[config.mk]
export PLATFORM = sky130hd
export DESIGN_NAME = uart_ring_buffer_engine_top
export DESIGN_NICKNAME = d
export VERILOG_FILES = /design/src/hw/rtl/urbe_pkg.sv /design/src/hw/rtl/urbe_ring.sv /design/src/hw/rtl/uart_ring_buffer_engine_top.sv
export SDC_FILE = /design/constraint.sdc
export NUM_CORES = 1
export LEC_CHECK = 0
export ABC_AREA = 1
export BUFFER_PORTS_ARGS = -buffer_cell sky130_fd_sc_hd__buf_2
export CAP_MARGIN = 10
export CELL_PAD_IN_SITES_DETAIL_PLACEMENT = 1
export CELL_PAD_IN_SITES_GLOBAL_PLACEMENT = 1
export CORE_UTILIZATION = 30
export CTS_BUF_LIST = sky130_fd_sc_hd__clkbuf_8
export CTS_CLUSTER_DIAMETER = 150
export DETAILED_ROUTE_END_ITERATION = 6
export HOLD_SLACK_MARGIN = 0.05
export PLACE_DENSITY_LB_ADDON = 0.08
export SLEW_MARGIN = 20
export SYNTH_ARGS = -nofsm -noshare
export SYNTH_HDL_FRONTEND = slang
export SYNTH_SLANG_ARGS = --single-unit
[constraint.sdc]
create_clock -name clk -period 1.9 [get_ports clk]
set_input_delay 0.19 -clock clk [delete_from_list [all_inputs] [get_ports clk]]
set_output_delay 0.19 -clock clk [all_outputs]
set_load 0.01 [all_outputs]
[src/hw/rtl/urbe_pkg.sv]
// Shared types and constants for the UART ring buffer engine.
// Depends on nothing; every other file imports it.
package urbe_pkg;

    localparam int RING_DEPTH = 64;
    localparam int PTR_W      = (RING_DEPTH > 1) ? $clog2(RING_DEPTH) : 1;

    typedef logic [PTR_W-1:0] ptr_t;

    typedef enum logic [1:0] {
        KIND_RX_BYTE  = 2'd0,
        KIND_HOST_RD  = 2'd1,
        KIND_HOST_WR  = 2'd2,
        KIND_TX_READY = 2'd3
    } kind_t;

    typedef struct packed {
        logic [1:0] kind;
        logic [7:0] data;
    } req_t;

    typedef struct packed {
        logic [7:0] read_byte;
        logic       read_valid;
        logic [7:0] send_byte;
        logic       send_valid;
        logic       rx_nonempty;
        logic       tx_busy;
    } rsp_t;

    // Control into one ring.
    typedef struct packed {
        logic       push;
        logic       pop;
        logic [7:0] wdata;
    } ring_ctl_t;

    function automatic ptr_t ring_next(input ptr_t p);
        ring_next = (p == PTR_W'(RING_DEPTH - 1)) ? '0 : p + 1'b1;
    endfunction

endpackage

[src/hw/rtl/urbe_ring.sv]
// One overwrite-oldest byte ring: a synchronous memory plus head and tail pointers.
// Depends on urbe_pkg.
module urbe_ring
    import urbe_pkg::*;
(
    input  logic      clk,
    input  logic      rst_n,
    input  ring_ctl_t ctl,
    output logic      nonempty,
    output logic [7:0] rdata
);

    logic [7:0] mem [RING_DEPTH];
    logic [7:0] rdata_reg;
    ptr_t       head_reg, head_next;
    ptr_t       tail_reg, tail_next;

    // A push that catches up with the tail drops the oldest byte.
    always_comb
    begin
        head_next = head_reg;
        tail_next = tail_reg;
        if (ctl.push)
        begin
            head_next = ring_next(head_reg);
            if (head_next == tail_reg)
            begin
                tail_next = ring_next(tail_reg);
            end
        end
        else if (ctl.pop)
        begin
            tail_next = ring_next(tail_reg);
        end
    end

    always_ff @(posedge clk or negedge rst_n)
    begin
        if (!rst_n)
        begin
            head_reg <= '0;
            tail_reg <= '0;
        end
        else
        begin
            head_reg <= head_next;
            tail_reg <= tail_next;
        end
    end

    always_ff @(posedge clk)
    begin
        if (ctl.push)
        begin
            mem[head_reg] <= ctl.wdata;
        end
        if (ctl.pop)
        begin
            rdata_reg <= mem[tail_reg];
        end
    end

    assign nonempty = (head_reg != tail_reg);
    assign rdata    = rdata_reg;

endmodule

[src/hw/rtl/uart_ring_buffer_engine_top.sv]
// Top level of the UART ring buffer engine: event decode, result register, two rings.
// Depends on urbe_pkg and urbe_ring.
//
//   channel  direction  handshake              payload
//   req      in         req_valid / req_ready  req_t  (kind, data)
//   rsp      out        rsp_valid / rsp_ready  rsp_t  (read/send bytes, flags)
//
// Every request passes through S_IDLE and then S_RESULT: in S_IDLE the pointers move and a pop
// issues its memory read; in S_RESULT the registered memory data and the
// updated ring status are folded into the result register. The registered memory read
// of the rings is why S_RESULT is needed.
// Reset clears pointers, the busy flag and the control state; ring contents
// are left undefined, since only written entries are ever read.
// A new request is taken in S_IDLE once the result register is empty or being drained,
// so a stalled response holds off further requests.
module uart_ring_buffer_engine_top
    import urbe_pkg::*;
(
    input  logic clk,
    input  logic rst_n,
    input  logic req_valid,
    output logic req_ready,
    input  req_t req,
    output logic rsp_valid,
    input  logic rsp_ready,
    output rsp_t rsp
);

    typedef enum logic [1:0] {
        S_IDLE   = 2'b01,
        S_RESULT = 2'b10
    } state_t;

    // What the result of the request in flight is made of.
    typedef struct packed {
        logic       rd_mem;     // read_byte comes from the receive ring
        logic       sd_mem;     // send_byte comes from the transmit ring
        logic       sd_direct;  // send_byte is the host byte itself
        logic [7:0] data;
    } pend_t;

    state_t    state_reg, state_next;
    pend_t     pend_reg, pend_next;
    logic      busy_reg, busy_next;
    logic      rsp_valid_reg, rsp_valid_next;
    rsp_t      rsp_reg, rsp_next;
    ring_ctl_t rx_ctl, tx_ctl;
    logic      rx_nonempty, tx_nonempty;
    logic [7:0] rx_rdata, tx_rdata;
    logic      accept;

    assign req_ready = (state_reg == S_IDLE) && (!rsp_valid_reg || rsp_ready);
    assign accept    = req_valid && req_ready;

    // Decode the request into ring operations and the pending result.
    always_comb
    begin
        rx_ctl    = '{push: 1'b0, pop: 1'b0, wdata: req.data};
        tx_ctl    = '{push: 1'b0, pop: 1'b0, wdata: req.data};
        pend_next = pend_reg;
        busy_next = busy_reg;
        if (accept)
        begin
            pend_next = '{rd_mem: 1'b0, sd_mem: 1'b0, sd_direct: 1'b0, data: req.data};
            case (kind_t'(req.kind))
                KIND_RX_BYTE:
                begin
                    rx_ctl.push = 1'b1;
                end
                KIND_HOST_RD:
                begin
                    // An empty ring leaves everything untouched.
                    if (rx_nonempty)
                    begin
                        rx_ctl.pop       = 1'b1;
                        pend_next.rd_mem = 1'b1;
                    end
                end
                KIND_HOST_WR:
                begin
                    if (!busy_reg)
                    begin
                        pend_next.sd_direct = 1'b1;
                        busy_next           = 1'b1;
                    end
                    else
                    begin
                        tx_ctl.push = 1'b1;
                    end
                end
                KIND_TX_READY:
                begin
                    if (tx_nonempty)
                    begin
                        tx_ctl.pop       = 1'b1;
                        pend_next.sd_mem = 1'b1;
                    end
                    else
                    begin
                        busy_next = 1'b0;
                    end
                end
                default:
                begin
                end
            endcase
        end
    end

    // Sequencing and the result register.
    always_comb
    begin
        state_next     = state_reg;
        rsp_valid_next = rsp_valid_reg;
        rsp_next       = rsp_reg;
        if (rsp_valid_reg && rsp_ready)
        begin
            rsp_valid_next = 1'b0;
        end
        case (state_reg)
            S_IDLE:
            begin
                if (accept)
                begin
                    state_next = S_RESULT;
                end
            end
            S_RESULT:
            begin
                state_next           = S_IDLE;
                rsp_valid_next       = 1'b1;
                rsp_next.read_byte   = pend_reg.rd_mem ? rx_rdata : 8'd0;
                rsp_next.read_valid  = pend_reg.rd_mem;
                rsp_next.send_byte   = pend_reg.sd_mem    ? tx_rdata :
                                       pend_reg.sd_direct ? pend_reg.data : 8'd0;
                rsp_next.send_valid  = pend_reg.sd_mem || pend_reg.sd_direct;
                rsp_next.rx_nonempty = rx_nonempty;
                rsp_next.tx_busy     = busy_reg;
            end
            default:
            begin
                state_next = S_IDLE;
            end
        endcase
    end

    always_ff @(posedge clk or negedge rst_n)
    begin
        if (!rst_n)
        begin
            state_reg     <= S_IDLE;
            busy_reg      <= 1'b0;
            rsp_valid_reg <= 1'b0;
        end
        else
        begin
            state_reg     <= state_next;
            busy_reg      <= busy_next;
            rsp_valid_reg <= rsp_valid_next;
        end
    end

    always_ff @(posedge clk)
    begin
        pend_reg <= pend_next;
        rsp_reg  <= rsp_next;
    end

    urbe_ring u_rx_ring (
        .clk      (clk),
        .rst_n    (rst_n),
        .ctl      (rx_ctl),
        .nonempty (rx_nonempty),
        .rdata    (rx_rdata)
    );

    urbe_ring u_tx_ring (
        .clk      (clk),
        .rst_n    (rst_n),
        .ctl      (tx_ctl),
        .nonempty (tx_nonempty),
        .rdata    (tx_rdata)
    );

    assign rsp_valid = rsp_valid_reg;
    assign rsp       = rsp_reg;

endmodule

==> impl_metrics.py, run 1 <==
metrics = {
    "status": {
        "status": "finished with violations",
        "violations": "design-rule violations, negative setup slack",
    },
    "floorplanning": {
        "core_um2": 150000,
        "fp.dieArea_um2": 153000,
        "die_w_um": 391,
        "initial_core_util_pct": 30.2,
        "ios": 36,
        "die_height_um": 391,
        "fp-row-count": 142,
    },
    "synthesis": {
        "synth_most_common_cell": "edfxtp_1",
        "netlist.top_cell.by_area": "edfxtp_1",
        "synth_common_cells": "edfxtp_1, nand2_1, nand3_1",
        "synth-xor-area-share_pct": 0.251,
        "ys_seq_elements": 1099,
        "synthSimpleGateAreaFrac_pct": 19.2,
        "synthCells": 3881,
        "synth-edff-count": 1071,
        "synth-adder-area-share_pct": 0.111,
        "synth_top_family_by_area": "simple AND/OR/NAND/NOR gates",
        "synthTopCellsByArea": "edfxtp_1, nand2_1, nand3_1, nor2_1, o21ai_0",
        "ys.warnings.count": 0,
        "synth-compound-area-share_pct": 4.51,
        "synth_ff_type": "edfxtp_1",
        "ys_types": 33,
        "async_flop_share_pct": 2.55,
        "syn_nets": 3899,
        "yosysTopAreaCellShare_pct": 71.0,
        "synth.cell_area_um2": 45300,
        "synth_mux_area_share_pct": 0,
        "yosysSeqAreaShare_pct": 72.6,
        "syn_area_per_cell_um2": 11.7,
    },
    "timing": {
        "setup_viol": 1065,
        "finalHoldViolations": 0,
        "rsz0062_at_grt": "yes",
        "finalWorstSetupSlack_ns": -0.262,
        "layout_worst_path_cycle_share_pct": 114,
        "max_freq_ghz": 0.463,
        "slew_violations": 0,
        "hold_slack_ns": 0.202,
        "tightest_slew_ns": 0.764,
        "skew_ns": 0.0375,
        "slew_headroom_pct": 48.9,
        "fin_crit_ns": 2.16,
    },
    "detailed_routing": {
        "wl_mm": 162,
        "wl_per_cell_um": 24.4,
        "drtPass1Iterations": 7,
        "drc_errors": 1,
        "ant_nets": 0,
        "vias": 32300,
        "initialDrtViolationCount": 2330,
        "viasPerCell": 4.86,
    },
    "placement": {
        "placed_area_um2": 52200,
        "place_hpwl_mm": 101,
        "port_buffers": 35,
        "place.gp.congestion": 0.853,
    },
    "pwr": {
        "leakage_nw": 22.4,
        "netSwitchingFraction_pct": 37.7,
        "p_comb_share_pct": 41.4,
        "seqPwrFrac_pct": 33.9,
        "clkPwrFrac_pct": 24.7,
        "vdd_drop_max_mv": 0.791,
        "power_density_nw_per_um2": 1310,
        "p_total_mw": 81.0,
        "p_int_mw": 50.4,
        "p_switching_mw": 30.6,
    },
    "final_layout": {
        "fill_cells": 15700,
        "area_growth_pct": 36.1,
        "drive_gt1_share_pct": 33.4,
        "nets": 4495,
        "postLayoutCellArea_um2": 61600,
    },
    "critical_path": {
        "crit_path_top_delay_cell": "dfrtp_4",
        "cp-start-kind": "register",
        "crit_type": "register to register",
        "end_kind": "register",
        "cp_data_arrival_time_ns": 2.84,
        "worst_ep_required_time_ns": 2.57,
        "cp_slowest_stage_delay_ns": 0.50,
        "crit_chain": "buf_8 -> buf_6 -> bufbuf_16 -> nor2_1 -> nor2_1 -> o21ai_1 -> o211ai_1 -> nand3_1 -> nand3_2 -> nand3_2 -> nand2_1",
        "path_max_fanout": 5,
    },
    "min_path": {
        "hp-class": "input pin to register",
    },
    "global_route": {
        "track_usage_pct": 21.0,
        "grt.overflow.total": 0,
        "grt_max_degree": 94,
        "antenna_found_initial": 11,
        "grt_pass1_wl_mm": 232,
        "grt_pass1_vias": 32900,
    },
    "clocking": {
        "root_buffer": "clkbuf_8",
        "cts_buffer_depth": 3,
        "clkTransAtPathRegs_ns": 0.07,
        "cts_tree": "yes",
        "clk_latency_ns": 0.93,
        "cts_made_buffers": 193,
        "h-tree-depth": 4,
        "cts_sinks": 1099,
    },
    "job": {
        "drv_cap": 0,
    },
}
[cell families after synthesis]
family,count (synthesis)
simple gates,2073
flops,1099
compound gates,371
buf+inv,321
xor+xnor,13
fa+ha+maj,4
[layer usage]
layer  global-route usage, %  part of all wire, %  vias up
met2                    31.0                   44      618
met1                    31.6                   50    16600
met4                    5.14                  2.0        2
li1                        -                    -    14900
met5                       0               0.0043        -
met3                    3.78                  4.3      215
[critical path, delay by kind of cell, from the launching register on]
| kind | cells | cell delay (ns) |
|---|---|---|
| compound gates | 2 | 0.23 |
| buf+inv | 3 | 0.54 |
| flops | 1 | 0.50 |
| simple gates | 6 | 0.62 |
[area by class of cell]
class	count	area, um2	share of cell area (%)
Clock buffer	205	2820	4.58
Sequential cell	1099	32900	53.4
Tap cell	2016	2520	4.09
Clock inverter	148	619	1.01
Timing Repair Buffer	636	8150	13.2
Timing Repair inverter	1	8.76	0.0142
Inverter	85	378	0.613
Multi-Input combinational cell	2461	14200	23.1
Antenna cell	3	7.51	0.0122
[timing repair]
action,CTS,global route
buffers inserted,38,30
hold buffers,14,0
setup endpoints to repair,1072,1072
resized for setup,502,650
gates cloned,29,10
pin swaps,106,178
endpoints found under the hold margin,1101,0
[worst paths after layout]
kind / start / end / slack, ns / cells after the start
min: req[7] / u_rx_ring.mem[19][7] / 0.20 / 2
max in group asynchronous: rst_n / u_rx_ring.tail_reg[1] / 0.98 / 4
min in group asynchronous: rst_n / rsp_valid / 0.44 / 4
max: u_tx_ring.tail_reg[0] / u_tx_ring.rdata[4] / -0.26 / 11
max reg2reg: u_tx_ring.tail_reg[0] / u_tx_ring.rdata[4] / -0.26 / 11
min reg2reg: u_tx_ring.rdata[1] / rsp[4] / 0.54 / 2
[power groups by stage]
stage	sequential, mW	clock [mW]	combinational, mW
3_5_place_dp	28.0	0	24.8
6_report	27.5	20.0	33.5
5_1_grt	27.5	21.7	36.1
4_1_cts	27.5	20.7	30.5
3_3_place_gp	28.0	0	24.8
2_1_floorplan	27.7	0	13.2
[metrics by stage]
stage               util (%)  cells  setup slack (ns)  TNS [ns]
finish                  41.1   6654            -0.262   -128.05
global route            41.1   6654            -0.345   -221.56
CTS                     39.2   6617            -0.318   -143.81
detailed placement      34.9   6185            -0.667   -267.75
global placement        34.9   6185            -0.668   -254.67
floorplan                  -   3881            -0.158   -116.04
[layout by cell type, fill, tap and decap left out, drive strengths merged, types with 17 or more instances in the layout]
cell type	Yosys	final
o211ai	65	65
or2	17	17
dfrtp	27	27
nor2	491	491
nand3	581	581
nand2	959	959
edfxtp	1071	1071
o21ai	251	251
inv	84	159
buf	152	606
clkinv	1	69
a21oi	35	35
clkbuf	84	215
Power figures use the tool's default switching activity.
==> run 2: changes to the inputs <==
Settings changed: SETUP_SLACK_MARGIN set to 0.1, SLEW_MARGIN 20 to 0.
==> impl_metrics.py, run 2 (synthesized netlist as in run 1, its figures left out) <==
metrics = {
    "status": {
        "status": "finished with violations",
        "violations": "negative setup slack",
    },
    "pwr": {
        "leakage_nw": 22.4,
        "vdd_drop_max_mv": 0.787,
        "power_density_nw_per_um2": 1310,
    },
    "critical_path": {
        "crit_path_top_delay_cell": "dfrtp_4",
        "crit_type": "register to register",
        "critPathLaunch": "u_tx_ring.tail_reg[0]",
        "regToRegStartpoint": "u_tx_ring.tail_reg[0]",
        "path_max_fanout": 10,
        "setup.worst_path.end": "u_tx_ring.rdata[1]",
        "worst_ep_required_time_ns": 2.54,
        "r2r_cells": 11,
        "reg2reg_slack_ns": -0.35,
        "end_kind": "register",
        "r2r_end": "u_tx_ring.rdata[1]",
        "cp_slowest_stage_delay_ns": 0.53,
        "cp_data_arrival_time_ns": 2.89,
        "crit_chain": "buf_12 -> buf_12 -> buf_4 -> nor2_1 -> nor2_1 -> o21ai_0 -> o211ai_1 -> nand3_1 -> nand3_1 -> nand3_2 -> nand2_2",
        "cp-start-kind": "register",
    },
    "detailed_routing": {
        "drc_errors": 0,
        "initialDrtViolationCount": 2273,
        "wl_per_cell_um": 24.3,
        "vias": 32500,
        "drtPass1Iterations": 5,
        "wl_mm": 161,
        "ant_nets": 0,
        "viasPerCell": 4.90,
    },
    "global_route": {
        "antenna_found_initial": 4,
        "grt_max_degree": 69,
        "track_usage_pct": 21.2,
        "grt.overflow.total": 0,
        "grt_pass1_wl_mm": 234,
        "grt_pass1_vias": 33300,
    },
    "floorplanning": {
        "die_height_um": 391,
        "fp.dieArea_um2": 153000,
        "initial_core_util_pct": 30.2,
        "core_um2": 150000,
        "die_w_um": 391,
        "ios": 36,
        "fp-row-count": 142,
    },
    "timing": {
        "skew_ns": 0.0436,
        "tns_ns": -192.12,
        "slew_violations": 0,
        "max_freq_ghz": 0.445,
        "fin_crit_ns": 2.25,
        "finalHoldViolations": 0,
        "finalWorstSetupSlack_ns": -0.346,
        "slew_headroom_pct": 62.6,
        "rsz0062_at_grt": "yes",
        "setup_viol": 1070,
        "tightest_slew_ns": 0.561,
        "layout_worst_path_cycle_share_pct": 118,
    },
    "clocking": {
        "cts_made_buffers": 193,
        "root_buffer": "clkbuf_8",
        "cts_buffer_depth": 3,
        "cts_tree": "yes",
        "clkTransAtPathRegs_ns": 0.06,
        "clk_latency_ns": 0.93,
        "h-tree-depth": 4,
        "cts_sinks": 1099,
    },
    "placement": {
        "placed_area_um2": 52300,
        "place_hpwl_mm": 100,
        "port_buffers": 35,
        "place.gp.congestion": 0.827,
    },
    "final_layout": {
        "area_growth_pct": 37.0,
        "layout_commonest_cell": "edfxtp_1",
        "final_cell_mix": "edfxtp_1, nand2_1, nand3_1, nor2_1, buf_4",
        "fin_util_pct": 41.4,
        "drive_gt1_share_pct": 33.3,
        "postLayoutCellArea_um2": 62000,
        "nets": 4500,
    },
    "min_path": {
        "hp-class": "input pin to register",
    },
    "job": {
        "drv_cap": 0,
    },
}
[run 2: cell types whose count changed in the layout (fill, tap and decap cells not counted), moves of 14 or more]
cell and change:
buf_12 +16, nand2_2 -24, nor2_2 -41, buf_4 -14, nor2_4 +45, buf_8 +16
nand2_4 +17
[run 2: worst min-delay path by stage]
stage,startpoint,end,slack [ns],depth (start not counted)
after CTS,req[4],u_tx_ring.mem[61][4],0.05,2
after global placement,rst_n,busy_reg,0.29,2
after floorplan,rst_n,busy_reg,-0.11,0
after global routing,req[4],u_tx_ring.mem[30][4],0.12,2
final,req[4],u_tx_ring.mem[61][4],0.17,2
after detailed placement,rst_n,busy_reg,0.28,2
[run 2: cell type report]
cell class	count	area (um2)
clock buffer	197	2710
inverter	85	404
antenna	1	2.50
timing repair buffer	641	8400
timing repair inverter	1	16.3
sequential	1099	32900
clock inverter	144	643
tap	2016	2520
multi-input combinational	2461	14400
fill	15600	87700
[run 2: report_power, final]
part,total (mW),switching (mW),leakage [nW],internal (mW)
clock network,19.7,9.97,1.94,9.70
registers,27.5,0.392,9.99,27.1
logic,34.4,20.9,10.5,13.5
[run 2: layer usage]
layer	wire [um]	track usage [%]	share of wire (%)	vias up
met3	6410	2.87	4.0	203
met1	80400	32.2	50	16800
met5	0	0	0	-
li1	-	-	-	15000
met2	71400	31.6	44	603
met4	3040	4.99	1.9	0
[run 2: stage by stage]
step           power, mW  cells  hold WS [ns]  worst slack, ns
6_report            81.5   6645         0.166           -0.346
5_1_grt             85.7   6645         0.119           -0.415
4_1_cts             79.9   6627        0.0531           -0.331
3_5_place_dp        53.7   6192         0.280           -0.435
3_3_place_gp        53.6   6192         0.286           -0.417
2_1_floorplan       40.9   3881        -0.106           -0.158
[run 2: timing repair]
action                                 4_1_cts  5_1_grt
endpoints found under the hold margin     1102        0
gates cloned                                31        6
resized for setup                          702      518
buffers inserted                            49       23
setup endpoints to repair                 1076     1088
pin swaps                                  109      186
hold buffers                                14        0
[run 2: worst max-delay path, delay by kind of cell, from the launching register on]
kind / cells / cell delay [ns]
simple gates: 6 / 0.74
flops: 1 / 0.53
buf+inv: 3 / 0.48
compound gates: 2 / 0.21
==> run 3: changes to the inputs <==
Settings changed: ABC_AREA 1 to not set, CTS_CLUSTER_DIAMETER 150 to 100.
==> impl_metrics.py, run 3 <==
metrics = {
    "clocking": {
        "cts_made_buffers": 192,
        "h-tree-depth": 4,
        "root_buffer": "clkbuf_8",
        "clk_latency_ns": 0.89,
        "cts_sinks": 1099,
        "clkTransAtPathRegs_ns": 0.06,
        "cts_buffer_depth": 3,
        "cts_tree": "yes",
    },
    "pwr": {
        "seqPwrFrac_pct": 38.0,
        "leakage_nw": 18.5,
        "netSwitchingFraction_pct": 30.6,
        "vdd_drop_max_mv": 0.577,
        "power_density_nw_per_um2": 1270,
        "p_switching_mw": 22.2,
        "p_comb_share_pct": 34.2,
        "p_int_mw": 50.2,
        "clkPwrFrac_pct": 27.9,
    },
    "global_route": {
        "antenna_found_initial": 1,
        "grt_pass1_wl_mm": 181,
        "grt_max_degree": 74,
        "track_usage_pct": 17.4,
        "grt_pass1_vias": 24800,
        "grt.overflow.total": 0,
    },
    "floorplanning": {
        "die_w_um": 382,
        "fp.dieArea_um2": 146000,
        "initial_core_util_pct": 30.2,
        "core_um2": 143000,
        "die_height_um": 382,
        "fp-row-count": 139,
        "ios": 36,
    },
    "final_layout": {
        "final_cell_mix": "edfxtp_1, mux4_2, buf_4, clkbuf_8, nor2_4",
        "fill_cells": 13800,
        "nets": 2661,
        "drive_gt1_share_pct": 47.9,
        "area_growth_pct": 31.4,
        "fin_cells": 4703,
        "postLayoutCellArea_um2": 56900,
        "layout_commonest_cell": "edfxtp_1",
    },
    "detailed_routing": {
        "ant_nets": 0,
        "drtPass1Iterations": 5,
        "vias": 22300,
        "drc_errors": 0,
        "wl_mm": 126,
        "viasPerCell": 4.75,
        "wl_per_cell_um": 26.7,
        "initialDrtViolationCount": 1286,
    },
    "synthesis": {
        "synth_ff_type": "edfxtp_1",
        "synth_common_cells": "edfxtp_1, mux4_2, nor2_1",
        "ys.warnings.count": 0,
        "yosysTopAreaCellShare_pct": 74.3,
        "synthTopCellsByArea": "edfxtp_1, mux4_2, dfrtp_1, nor2_1, nand2_1",
        "synth.cell_area_um2": 43300,
        "async_flop_share_pct": 2.55,
        "syn_nets": 2018,
        "syn_area_per_cell_um2": 21.6,
        "synth-edff-count": 1071,
        "ys_seq_elements": 1099,
        "synth_most_common_cell": "edfxtp_1",
        "ys_types": 72,
        "netlist.top_cell.by_area": "edfxtp_1",
        "synthCells": 2000,
        "yosysSeqAreaShare_pct": 75.9,
    },
    "placement": {
        "place_hpwl_mm": 81.0,
        "placed_area_um2": 49900,
        "port_buffers": 35,
        "place_inst": 4248,
        "place.gp.congestion": 0.791,
    },
    "timing": {
        "skew_ns": 0.0506,
        "max_freq_ghz": 0.363,
        "finalWorstSetupSlack_ns": -0.854,
        "slew_violations": 0,
        "tightest_slew_ns": 0.624,
        "finalHoldViolations": 0,
        "fin_crit_ns": 2.75,
        "slew_headroom_pct": 58.4,
        "rsz0062_at_grt": "yes",
        "layout_worst_path_cycle_share_pct": 145,
        "setup_viol": 1075,
    },
    "critical_path": {
        "r2r_end": "u_tx_ring.rdata[3]",
        "r2r_cells": 7,
        "path_max_fanout": 8,
        "cp-start-kind": "register",
        "cp_data_arrival_time_ns": 3.36,
        "reg2reg_slack_ns": -0.85,
        "worst_ep_required_time_ns": 2.51,
        "regToRegStartpoint": "u_tx_ring.tail_reg[0]",
        "end_kind": "register",
        "crit_type": "register to register",
    },
    "min_path": {
        "hp-class": "input pin to register",
        "hold_end": "u_tx_ring.mem[12][4]",
        "min_delay_path_depth": 2,
        "hold_start": "req[4]",
    },
    "status": {
        "status": "finished with violations",
        "violations": "negative setup slack",
    },
    "job": {
        "drv_cap": 0,
    },
}
[run 3: area by class of cell]
class | instances | area (um2) | share of cell area [%]
Antenna cell | 2 | 5.00 | 0.00880
Clock buffer | 198 | 2730 | 4.79
Clock inverter | 151 | 785 | 1.38
Inverter | 13 | 65.1 | 0.114
Multi-Input combinational cell | 778 | 11300 | 19.9
Sequential cell | 1099 | 32900 | 57.8
Tap cell | 1903 | 2380 | 4.19
Timing Repair Buffer | 559 | 6680 | 11.7
[run 3: timing repair]
item                       4_1_cts  5_1_grt
cloned                          10        2
hold endpoints to repair      1079        0
resized for setup              524       53
buffers inserted                60       21
setup endpoints to repair     1079     1078
pin swaps                       84       38
hold buffers                    14        0
[run 3: worst max path at each step]
stage	from	endpoint	slack (ns)
6_report	u_tx_ring.tail_reg[0]	u_tx_ring.rdata[3]	-0.85
5_1_grt	u_tx_ring.tail_reg[0]	u_tx_ring.rdata[3]	-0.90
4_1_cts	u_tx_ring.tail_reg[0]	u_tx_ring.rdata[0]	-0.92
3_5_place_dp	u_tx_ring.tail_reg[0]	u_tx_ring.rdata[0]	-1.01
3_3_place_gp	u_tx_ring.tail_reg[0]	u_tx_ring.rdata[0]	-1.01
2_1_floorplan	state_reg[0]	u_rx_ring.mem[14][0]	-0.43
[run 3: metal layers]
metal	wire length [um]	part of all wire (%)	GRT usage (%)
met5	0	0	0
met4	2960	2.4	5.02
met3	4030	3.2	3.16
met2	64300	51	30.0
met1	54300	43	22.2
[run 3: metrics by stage]
step | power (mW) | hold WS (ns) | util [%] | worst slack (ns) | setup TNS (ns)
3_3_place_gp | 49.5 | 0.287 | 34.9 | -1.01 | -335.91
5_1_grt | 75.7 | 0.104 | 39.7 | -0.899 | -316.23
4_1_cts | 73.2 | 0.0812 | 39.4 | -0.918 | -240.96
2_1_floorplan | 40.4 | -0.106 | - | -0.429 | -269.87
3_5_place_dp | 49.6 | 0.282 | 34.9 | -1.01 | -378.75
6_report | 72.4 | 0.171 | 39.7 | -0.854 | -225.39
[run 3: cell families (layout without fill, tap and decap cells)]
| kind of cell | count (synthesis) | in the layout | share of synthesized area, % |
|---|---|---|---|
| flip-flops | 1099 | 1099 | 75.9 |
| multiplexers | 334 | 334 | 16.8 |
| AND/OR/NAND/NOR | 311 | 312 | 3.31 |
| buffers and inverters | 124 | 921 | 1.47 |
| AO/OA/AOI/OAI | 102 | 102 | 1.78 |
| XOR/XNOR | 26 | 26 | 0.558 |
| adder cells (fa/ha/maj) | 4 | 4 | 0.116 |
| other | 0 | 2 | 0 |
[run 3: power by group through the flow]
stage               Combinational (mW)  Sequential [mW]  Clock (mW)
floorplan                         12.6             27.7           0
global placement                  21.5             28.0           0
detailed placement                21.6             28.0           0
CTS                               24.7             27.5        21.0
global route                      26.2             27.5        21.9
finish                            24.7             27.5        20.2
[run 3: critical path, stage by stage (launching register included)]
cell and delay [ns]:
dfrtp_4 0.54, buf_12 0.19, buf_12 0.14, mux4_2 0.55, mux4_2 0.52, a211oi_4 0.32
buf_4 0.17, a31oi_2 0.03
